[src/hw/rtl/mhtq_pkg.sv]
// Shared types and constants for the min-heap timer queue.
package mhtq_pkg;
	localparam int Capacity = 32;
	localparam int AddrW = $clog2(Capacity);
	localparam int CountW = $clog2(Capacity + 1);
	localparam int MaxResults = 32;
	localparam int ResCntW = $clog2(MaxResults + 1);
	localparam int EntryW = 8 + 32 + 1;

	typedef enum logic [1:0] {
		OP_ADD = 2'd0,
		OP_CANCEL = 2'd1,
		OP_ADJUST = 2'd2,
		OP_TICK = 2'd3
	} op_t;

	typedef enum logic [1:0] {
		ST_OK = 2'd0,
		ST_FULL = 2'd1,
		ST_NOT_FOUND = 2'd2
	} status_t;

	typedef struct packed {
		logic [7:0] id;
		logic [31:0] expiry;
		logic cancelled;
	} entry_t;

	typedef enum logic [3:0] {
		S_IDLE,
		S_UP_RD,
		S_UP_CMP,
		S_FIND_RD,
		S_FIND_CMP,
		S_DN_RDL,
		S_DN_RDR,
		S_DN_CMP,
		S_TICK_RD,
		S_TICK_CHK,
		S_TICK_LAST,
		S_TICK_LASTW,
		S_DONE
	} state_t;
endpackage

[src/hw/rtl/mhtq_ram.sv]
// Generic single-port RAM with registered read.
module mhtq_ram #(
	parameter int Width = 8,
	parameter int Depth = 32
) (
	input logic clk,
	input logic we,
	input logic [$clog2(Depth)-1:0] addr,
	input logic [Width-1:0] wdata,
	output logic [Width-1:0] rdata
);
	logic [Width-1:0] mem_q [Depth];

	always_ff @(posedge clk) begin
		if (we)
			mem_q[addr] <= wdata;
		rdata <= mem_q[addr];
	end
endmodule

[src/hw/rtl/min_heap_timer_queue_top.sv]
// Binary min-heap timer queue: sequencer over one heap RAM.
// Add climbs level by level from the tail; cancel/adjust search the slots in order,
// and adjust then descends level by level; tick pops and re-sifts once per expired entry.
// One transaction at a time: busy stays high until the last result strobe.
// Results appear on one-cycle strobes; the receiver cannot stall.
// Reset clears the entry count and the sequencer; heap RAM content is not cleared.
module min_heap_timer_queue_top
	import mhtq_pkg::*;
(
	input logic clk,
	input logic arst_n,
	input logic start,
	output logic busy,
	input logic [1:0] opcode,
	input logic [7:0] timer_id,
	input logic [31:0] expire_time,
	input logic [31:0] now_time,
	output logic strobe,
	output logic [1:0] status,
	output logic fired,
	output logic [7:0] fired_id,
	output logic [5:0] entries_left,
	output logic last
);
	state_t state_q, state_d;
	logic [1:0] op_q;
	logic [7:0] id_q;
	logic [31:0] now_q;
	entry_t cur_q, cur_d;            // entry being sifted
	entry_t lc_q, lc_d;              // left child read
	logic [AddrW:0] pos_q, pos_d;    // hole / search index (one bit wider)
	logic [CountW-1:0] cnt_q, cnt_d;
	logic [ResCntW-1:0] nres_q, nres_d;
	logic [1:0] st_q, st_d;

	logic we;
	logic [AddrW-1:0] addr;
	entry_t wdata, rdata;

	logic out_v, out_f;
	logic [7:0] out_id;
	logic [1:0] out_st;

	mhtq_ram #(.Width(EntryW), .Depth(Capacity)) u_heap (
		.clk(clk), .we(we), .addr(addr), .wdata(wdata), .rdata(rdata)
	);

	logic [AddrW:0] parent, lchild, rchild;
	assign parent = (pos_q - 1'b1) >> 1;
	assign lchild = {pos_q[AddrW-1:0], 1'b1};
	assign rchild = lchild + 1'b1;

	always_ff @(posedge clk or negedge arst_n) begin
		if (!arst_n) begin
			state_q <= S_IDLE;
			cnt_q <= '0;
		end else begin
			state_q <= state_d;
			cnt_q <= cnt_d;
		end
	end

	always_ff @(posedge clk) begin
		if (state_q == S_IDLE && start) begin
			op_q <= opcode;
			id_q <= timer_id;
			now_q <= now_time;
		end
		cur_q <= cur_d;
		lc_q <= lc_d;
		pos_q <= pos_d;
		nres_q <= nres_d;
		st_q <= st_d;
	end

	always_comb begin
		state_d = state_q;
		cur_d = cur_q;
		lc_d = lc_q;
		pos_d = pos_q;
		cnt_d = cnt_q;
		nres_d = nres_q;
		st_d = st_q;
		we = 1'b0;
		addr = pos_q[AddrW-1:0];
		wdata = cur_q;
		out_v = 1'b0;
		out_f = 1'b0;
		out_id = '0;
		out_st = ST_OK;
		unique case (state_q)
			S_IDLE: begin
				st_d = ST_OK;
				nres_d = '0;
				pos_d = '0;
				if (start) begin
					unique case (op_t'(opcode))
						OP_ADD: begin
							if (cnt_q == CountW'(Capacity)) begin
								st_d = ST_FULL;
								state_d = S_DONE;
							end else begin
								cur_d = '{id: timer_id, expiry: expire_time, cancelled: 1'b0};
								pos_d = (AddrW + 1)'(cnt_q);
								cnt_d = cnt_q + 1'b1;
								state_d = S_UP_RD;
							end
						end
						OP_CANCEL, OP_ADJUST: begin
							cur_d.expiry = expire_time;
							state_d = S_FIND_RD;
						end
						OP_TICK: state_d = S_TICK_RD;
					endcase
				end
			end
			S_UP_RD: begin
				if (pos_q == '0) begin
					we = 1'b1;
					state_d = S_DONE;
				end else begin
					addr = parent[AddrW-1:0];
					state_d = S_UP_CMP;
				end
			end
			S_UP_CMP: begin
				if (rdata.expiry <= cur_q.expiry) begin
					we = 1'b1;
					state_d = S_DONE;
				end else begin
					we = 1'b1;
					wdata = rdata;
					pos_d = parent;
					state_d = S_UP_RD;
				end
			end
			S_FIND_RD: begin
				if (pos_q >= (AddrW + 1)'(cnt_q)) begin
					st_d = ST_NOT_FOUND;
					state_d = S_DONE;
				end else
					state_d = S_FIND_CMP;
			end
			S_FIND_CMP: begin
				if (rdata.id == id_q) begin
					if (op_q == OP_CANCEL) begin
						we = 1'b1;
						wdata = rdata;
						wdata.cancelled = 1'b1;
						state_d = S_DONE;
					end else begin
						cur_d = rdata;
						cur_d.expiry = cur_q.expiry;
						state_d = S_DN_RDL;
					end
				end else begin
					pos_d = pos_q + 1'b1;
					state_d = S_FIND_RD;
				end
			end
			S_DN_RDL: begin
				if (lchild >= (AddrW + 1)'(cnt_q)) begin
					we = 1'b1;
					state_d = (op_q == OP_TICK) ? S_TICK_RD : S_DONE;
				end else begin
					addr = lchild[AddrW-1:0];
					state_d = S_DN_RDR;
				end
			end
			S_DN_RDR: begin
				lc_d = rdata;
				addr = rchild[AddrW-1:0];
				state_d = S_DN_CMP;
			end
			S_DN_CMP: begin
				if (rchild < (AddrW + 1)'(cnt_q) && rdata.expiry < lc_q.expiry) begin
					if (rdata.expiry < cur_q.expiry) begin
						we = 1'b1;
						wdata = rdata;
						pos_d = rchild;
						state_d = S_DN_RDL;
					end else begin
						we = 1'b1;
						state_d = (op_q == OP_TICK) ? S_TICK_RD : S_DONE;
					end
				end else if (lc_q.expiry < cur_q.expiry) begin
					we = 1'b1;
					wdata = lc_q;
					pos_d = lchild;
					state_d = S_DN_RDL;
				end else begin
					we = 1'b1;
					state_d = (op_q == OP_TICK) ? S_TICK_RD : S_DONE;
				end
			end
			S_TICK_RD: begin
				addr = '0;
				pos_d = '0;
				if (cnt_q == '0 || nres_q == ResCntW'(MaxResults))
					state_d = S_DONE;
				else
					state_d = S_TICK_CHK;
			end
			S_TICK_CHK: begin
				if (rdata.expiry <= now_q) begin
					lc_d = rdata;
					cnt_d = cnt_q - 1'b1;
					addr = AddrW'(cnt_q - 1'b1);
					state_d = S_TICK_LAST;
				end else
					state_d = S_DONE;
			end
			S_TICK_LAST: begin
				// lc_q holds popped root; rdata holds former tail entry
				cur_d = rdata;
				if (!lc_q.cancelled) begin
					out_v = 1'b1;
					out_f = 1'b1;
					out_id = lc_q.id;
					nres_d = nres_q + 1'b1;
				end
				state_d = S_TICK_LASTW;
			end
			S_TICK_LASTW: state_d = S_DN_RDL;
			S_DONE: begin
				// tick with results: the held final result goes out here with last set;
				// otherwise a single closing strobe carries the status
				out_v = 1'b1;
				out_st = st_q;
				state_d = S_IDLE;
			end
			default: state_d = S_IDLE;
		endcase
	end

	// Tick results are held one strobe so that last can mark the final one.
	logic hold_v_q, hold_f_q;
	logic [7:0] hold_id_q;
	logic [5:0] hold_cnt_q;
	logic done_tick;
	assign done_tick = state_q == S_DONE && op_q == OP_TICK && nres_q != '0;

	always_ff @(posedge clk or negedge arst_n) begin
		if (!arst_n)
			hold_v_q <= 1'b0;
		else if (out_v && out_f)
			hold_v_q <= 1'b1;
		else if (done_tick)
			hold_v_q <= 1'b0;
	end

	always_ff @(posedge clk) begin
		if (out_v && out_f) begin
			hold_f_q <= 1'b1;
			hold_id_q <= out_id;
			hold_cnt_q <= 6'(cnt_q);
		end
	end

	always_ff @(posedge clk or negedge arst_n) begin
		if (!arst_n) begin
			strobe <= 1'b0;
			status <= ST_OK;
			fired <= 1'b0;
			fired_id <= '0;
			entries_left <= '0;
			last <= 1'b0;
		end else begin
			strobe <= 1'b0;
			if (out_v && out_f && hold_v_q) begin
				strobe <= 1'b1;
				status <= ST_OK;
				fired <= hold_f_q;
				fired_id <= hold_id_q;
				entries_left <= hold_cnt_q;
				last <= 1'b0;
			end else if (done_tick) begin
				strobe <= 1'b1;
				status <= ST_OK;
				fired <= 1'b1;
				fired_id <= hold_id_q;
				entries_left <= hold_cnt_q;
				last <= 1'b1;
			end else if (out_v && !out_f) begin
				strobe <= 1'b1;
				status <= out_st;
				fired <= 1'b0;
				fired_id <= '0;
				entries_left <= 6'(cnt_q);
				last <= 1'b1;
			end
		end
	end

	assign busy = state_q != S_IDLE;

	a_cnt_bound: assert property (@(posedge clk) disable iff (!arst_n)
		cnt_q <= CountW'(Capacity)) else $error("entry count overflow");
	a_res_bound: assert property (@(posedge clk) disable iff (!arst_n)
		nres_q <= ResCntW'(MaxResults)) else $error("result count overflow");
	a_idle_quiet: assert property (@(posedge clk) disable iff (!arst_n)
		state_q == S_IDLE |-> !we) else $error("heap write while idle");
	a_last_idle: assert property (@(posedge clk) disable iff (!arst_n)
		strobe && last |-> !busy) else $error("final result while busy");
endmodule

[config.mk]
export PLATFORM = sky130hd
export DESIGN_NAME = min_heap_timer_queue_top
export DESIGN_NICKNAME = d
export VERILOG_FILES = /design/src/hw/rtl/mhtq_pkg.sv /design/src/hw/rtl/mhtq_ram.sv /design/src/hw/rtl/min_heap_timer_queue_top.sv
export SDC_FILE = /design/constraint.sdc
export NUM_CORES = 2
export LEC_CHECK = 0
export BUFFER_PORTS_ARGS = -buffer_cell sky130_fd_sc_hd__buf_2
export CAP_MARGIN = 5
export CORE_MARGIN = 2
export CORE_UTILIZATION = 60
export CTS_BUF_LIST = sky130_fd_sc_hd__clkbuf_4 sky130_fd_sc_hd__clkbuf_8 sky130_fd_sc_hd__clkbuf_16
export DETAILED_ROUTE_END_ITERATION = 6
export HOLD_SLACK_MARGIN = 0.03
export PLACE_DENSITY_LB_ADDON = 0.08
export RECOVER_POWER = 50
export SLEW_MARGIN = 5
export SYNTH_ARGS = -nofsm -noshare
export SYNTH_HDL_FRONTEND = slang
export SYNTH_HIERARCHICAL = 1
export SYNTH_SLANG_ARGS = --single-unit
[constraint.sdc]
create_clock -name clk -period 10.5 [get_ports clk]
set_clock_uncertainty 0.15 [all_clocks]
set_input_delay 0.525 -clock clk [delete_from_list [all_inputs] [get_ports clk]]
set_output_delay 0.525 -clock clk [all_outputs]
set_load 0.02 [all_outputs]
---- Word-level counts from Yosys, hierarchy flattened ----
Memory sizes are Yosys's and may differ from the RTL's. A register that Yosys moved wholly into a read port is not among the register bits.
Index checks and enable logic that the tools add are counted.
storage, ports and cells
  flip-flop bits (word level) ............. 182
  latch bits .............................. 0
  memory bits (writable) .................. 1312
  bits in read-only memories .............. 0
  input port bits ......................... 77
  output and inout port bits .............. 20
  logic and storage cells ................. 196
  memories ................................ 1
memory list
  memory        words  width  read ports  clocked after Yosys merged registers in  wr ports  RTL line        source
  u_heap.mem_q  32     41     1           1                                        1         mhtq_ram.sv:12  logic [Width-1:0] mem_q [Depth];
operators by class
  $add $sub $neg .......................... 6
  $mul .................................... 0
  div/mod/pow operators ................... 0
  magnitude comparators ................... 8
  eq/ne operators ......................... 34
  shift operators ......................... 0
  mux-type cells .......................... 89
  bitwise logic cells ..................... 2
  reduce and logical (&&, ||, !) cells .... 33
operator list
  cell                 number
  $mux 41              11
  $pmux 41 s3          2
  $lt 32x32->1         3
  $mux 6               16
  $pmux 41 s2          1
  $le 32x32->1         2
  $pmux 32 s2          1
  $pmux 4 s12          1
  $mux 4               11
  $mux 8               4
  $pmux 6 s5           1
  $pmux 5 s5           1
  $add 6x1->6 const B  4
  $pmux 6 s2           2
  $mux 1               23
  $eq 4x4->1 const B   5
  $ne 2x2->1 const B   9
  $eq 4x3->1 const B   4
  $mux 5               3
  $reduce_and 5->1     3
  $eq 6x6->1 const B   2
  $ge 6x6->1           2
  $logic_not 6->1      2
  $pmux 4 s3           1
  other kinds (29)     58

---- Depth between registers and ports, before layout ----
  depth in word-level cells ............... 7
  gate-level depth with buffers ........... 19
  gate-level depth less buffers ........... 14

---- By module ----
Netlist, hierarchy kept.
modules (own cells, without submodules)
  module                    times used  cells an instance  area each (µm²)  sequential area each (µm²)
  mhtq_ram                  1           2679               50748.7          40218.6
  min_heap_timer_queue_top  1           1136               11966.5          5315.1

---- Worst setup path after synthesis ----
OpenSTA, ideal clock, no wires.
  path type ............................... reg-to-reg
  start point ............................. reg u_heap.rdata[30], read port of u_heap.mem_q
  end point ............................... mem u_heap/mem_q[25][0] (netlist bit), enable pin
  setup time .............................. 0.490 ns
  data arrival time ....................... 6.064 ns
  required time ........................... 9.860 ns
  slack ................................... 3.796 ns
  cell stages (with the launch flop) ...... 16
  buffers on the path ..................... 5
  period minus slack after synthesis ...... 6.704 ns
  path through ............................ dfxtp_1 ha_1 nand4_1 or2_1 nor4_1 a211oi_1 o21ai_1 clkbuf_1 o22ai_1 a21o_1 buf_4 buf_6 buf_4 buf_2 nand3b_1 nor3_1
between the ends
  word-level cells in the longest chain between the ends .. 3
RTL lines
  item               RTL line                         source
  start, declared    mhtq_ram.sv:10                   output logic [Width-1:0] rdata
  $le 32x32->1       min_heap_timer_queue_top.sv:205  if (rdata.expiry <= now_q) begin
  $mux 5             min_heap_timer_queue_top.sv:205
  $pmux 5 s5         min_heap_timer_queue_top.sv:91   unique case (state_q)
  named net addr[1]  min_heap_timer_queue_top.sv:37   logic [AddrW-1:0] addr;
  end, declared      mhtq_ram.sv:12
The timed path passes the listed nets, and every way through them passes these cells.

---- Worst setup path after layout ----
  start point ............................. reg u_heap.rdata[32], read port of u_heap.mem_q
  end point ............................... mem u_heap/mem_q[28][35] (netlist bit), enable pin
The elaborated chain is that of the path after synthesis.

==> run_results.csv <==
group,metric,value,unit
grt,grt_pass1_wl,239.7,mm
logic_synthesis,syn_area,62720,sq um
timing,min_period_over_period,79.82,%
layout,final_cell_mix,"edfxtp_1 (1464), mux2i_1 (660), o22ai_1 (330)",
route,met2WireLength,77.58,mm
timing,slew_violations,646,
logic_synthesis,synth_flop_cell,"edfxtp_1",
layout,final_common_cell,"edfxtp_1",
setup_path,cp_max_fo,41,
worst_hold_path,holdCritPathClass,"reg2reg",
logic_synthesis,synthesis.nets,4043,
placement,place_area,64770,sq um
logic_synthesis,synth_top_area_share,70.10,%
layout,final_nets,4253,
layout,utilization,67.89,%
cts,cts.path.max_buffers,3,
floorplanning,start_util,60.51,%
route,route.detailed.drc,5,
timing,worstMarginPinSlew,4047,ps
cts,cts_sinks,1535,
layout,drive_gt1_share,10.45,%
route,via_per_inst,6.573,
cts,postCtsSetupBuffers,0,
route,drtAntennaViolNets,0,
route,dr.pass1.iters,7,
timing,hold_ws,286.5,ps
cts,cts_made_buffers,155,
floorplanning,row_count,118,
setup_path,crit_arrival,8500,ps
logic_synthesis,seq_area_frac_synth,72.60,%
grt,antenna_found_initial,6,
grt,grt_max_degree,142,
setup_path,rrSetupSlack,2120,ps
outcome,outcome,"complete, but fails checks",
cts,cts_tree,"done",
worst_hold_path,hold_depth,2,
timing,fin_crit,8381,ps
floorplanning,die_h,327.3,um
setup_path,cp_data_required_time,10620,ps
floorplanning,ioPinCount,97,
route,routed_wl,166.5,mm
setup_path,r2r-end,"u_heap/mem_q[28][35]$_DFFE_PP_",
timing,finalSetupViolCount,0,
logic_synthesis,syn_inst,3815,
power,leakagePower,25.10,nW
timing,fin_tns_setup,0,ps
route,vias,36390,
cts,path_clk_slew,60,ps
timing,fmax,0.1193,GHz
logic_synthesis,avgSynthCellArea,16.44,sq um
route,wl_met3,17.07,mm
route,wire_per_inst,30.08,um
logic_synthesis,yosys-top-cells-area,"edfxtp_1 (70%), mux2i_1 (11%), o22ai_1 (3.3%), ha_1 (3.0%), dfxtp_1 (1.3%)",
worst_hold_path,holdPathEnd,"fired_id[0]$_DFFE_PN0P_",
power,irDropWorstVdd,0.4741,mV
cts,root_buffer,"clkbuf_16",
timing,rsz0062_at_grt,"no",
logic_synthesis,yosys.area.top_type,"edfxtp_1",
placement,place_congestion,0.8866,
floorplanning,die-area,107100,sq um
cts,cts.htree.levels,4,
worst_hold_path,min-delay-start,"hold_id_q[0]$_SDFFCE_PN0P_",
cts,clk_latency,780,ps
placement,dpl.hpwl,92.23,mm
setup_path,critPathCaptureType,"flop",
floorplanning,coreArea,103600,sq um
logic_synthesis,synth_cell_types,87,
route,routed.top_layer,"met5",
floorplanning,dieWidth,327.3,um
job,drv_cap,20,
logic_synthesis,synth-edff-count,1464,
layout,syn_to_final_growth,12.20,%
timing,hold_viol,0,
timing,slew_headroom,-169.8,%
route,first_iter_violations,4703,
power,powerDensity,346.2,nW/um^2
outcome,violations,"DRC, capacitance limit, slew limit",
grt,first_global_vias,35600,
grt,grt_usage,31.06,%
logic_synthesis,synthArstFlopShare,1.954,%
setup_path,rr_worst_depth,12,
placement,io_buffers,96,
layout,fin_area,70370,sq um
setup_path,regToRegStartpoint,"u_heap/rdata[32]$_DFF_P_",
setup_path,crit_path_start_kind,"flop",
setup_path,path_class,"reg2reg",
grt,grt-ovfl-total,0,
logic_synthesis,ys_ff_latch,1535,
route,drt-met1-wl,66.86,mm
logic_synthesis,synth_warnings,6,
## synth_stat cells (all sizes together) (9+ instances only)
cell,n
dfrtp,30
nand2b,12
edfxtp,1464
ha,151
nand2,135
and2,21
mux2i,660
a21o,14
a221o,43
nand3b,9
mux2,10
inv,118
o22ai,330
nor3,47
nand4,28
dfxtp,41
buf,115
o21ai,46
nor2,85
a22o,31
clkbuf,82
nor4,89
xnor2,17
xor2,16
a21oi,79
o211ai,10
nand3,33
## sequential cells by signal (all words and copies together) (netlist names), 8 cells and up
register and count:
u_heap/mem_q 1312, cur_q 41, lc_q 41, u_heap/rdata 41
now_q 32, fired_id 8, hold_id_q 8, id_q 8
## how the worst max path moves through the flow
stage,cells after the start,to,start
2_1_floorplan,15,u_heap/mem_q[25][0]$_DFFE_PP_,u_heap/rdata[30]$_DFF_P_
3_3_place_gp,16,u_heap/rdata[16]$_DFF_P_,u_heap/rdata[11]$_DFF_P_
3_5_place_dp,16,u_heap/rdata[16]$_DFF_P_,u_heap/rdata[11]$_DFF_P_
6_report,12,u_heap/mem_q[28][35]$_DFFE_PP_,u_heap/rdata[32]$_DFF_P_
4_1_cts,16,u_heap/rdata[16]$_DFF_P_,u_heap/rdata[11]$_DFF_P_
5_1_grt,12,u_heap/mem_q[28][35]$_DFFE_PP_,u_heap/rdata[32]$_DFF_P_
## area by class of cell
class / instances / area [sq um]
diodes: 2 / 5.005
clock buffers: 207 / 4394
inverters: 120 / 450.4
clock inverters: 79 / 715.7
multi-input cells: 1962 / 15800
repair buffers: 251 / 1742
fillers: 6923 / 33280
flip-flops and latches: 1535 / 45530
well taps: 1380 / 1727
## critical path, stage by stage (launching register included)
cell and delay [ps]:
dfxtp_1 400, ha_1 360, nand4_1 90, or2_0 310
nor4_1 450, a211oi_1 310, o21ai_0 220, clkbuf_1 600
o22ai_1 160, a21o_1 890, or3b_1 860, nor2_4 150
clkbuf_1 2850
## kinds of logic (layout without fill, tap and decap cells)
family | after synthesis | after routing | share of synthesized area [%]
simple gates | 501 | 501 | 4.174
buf+inv | 318 | 657 | 2.572
mux | 670 | 670 | 10.72
other cells | 0 | 2 | 0
flops | 1535 | 1535 | 72.60
xor+xnor | 33 | 33 | 0.4608
fa+ha+maj | 151 | 151 | 3.013
compound gates | 607 | 607 | 6.458
## per-layer routing
metal	vias to the layer above	track usage (%)
li1	15620	-
met1	18480	44.33
met2	1975	48.88
met3	318	5.874
met4	2	10.11
met5	-	0
## through the flow
step	power (mW)	worst slack, ps	std cells
3_5_place_dp	18.78	4034	5172
3_3_place_gp	18.57	4138	5172
6_report	24.36	2119	5536
5_1_grt	25.26	1821	5534
4_1_cts	24.22	3984	5534
2_1_floorplan	15.49	3796	3815
## what timing repair did
action	CTS	global route
gates resized for setup	0	0
hold endpoints to repair	113	0
setup endpoints to repair	0	0
hold buffers	76	0
## report_power, final
part / leakage [nW] / internal (mW) / switching, mW
Sequential: 14.0 / 8.56 / 0.397
Combinational: 8.52 / 3.26 / 6.69
Clock: 2.53 / 3.18 / 2.29
Total: 25.1 / 15.0 / 9.38
Power figures use the tool's default switching activity.
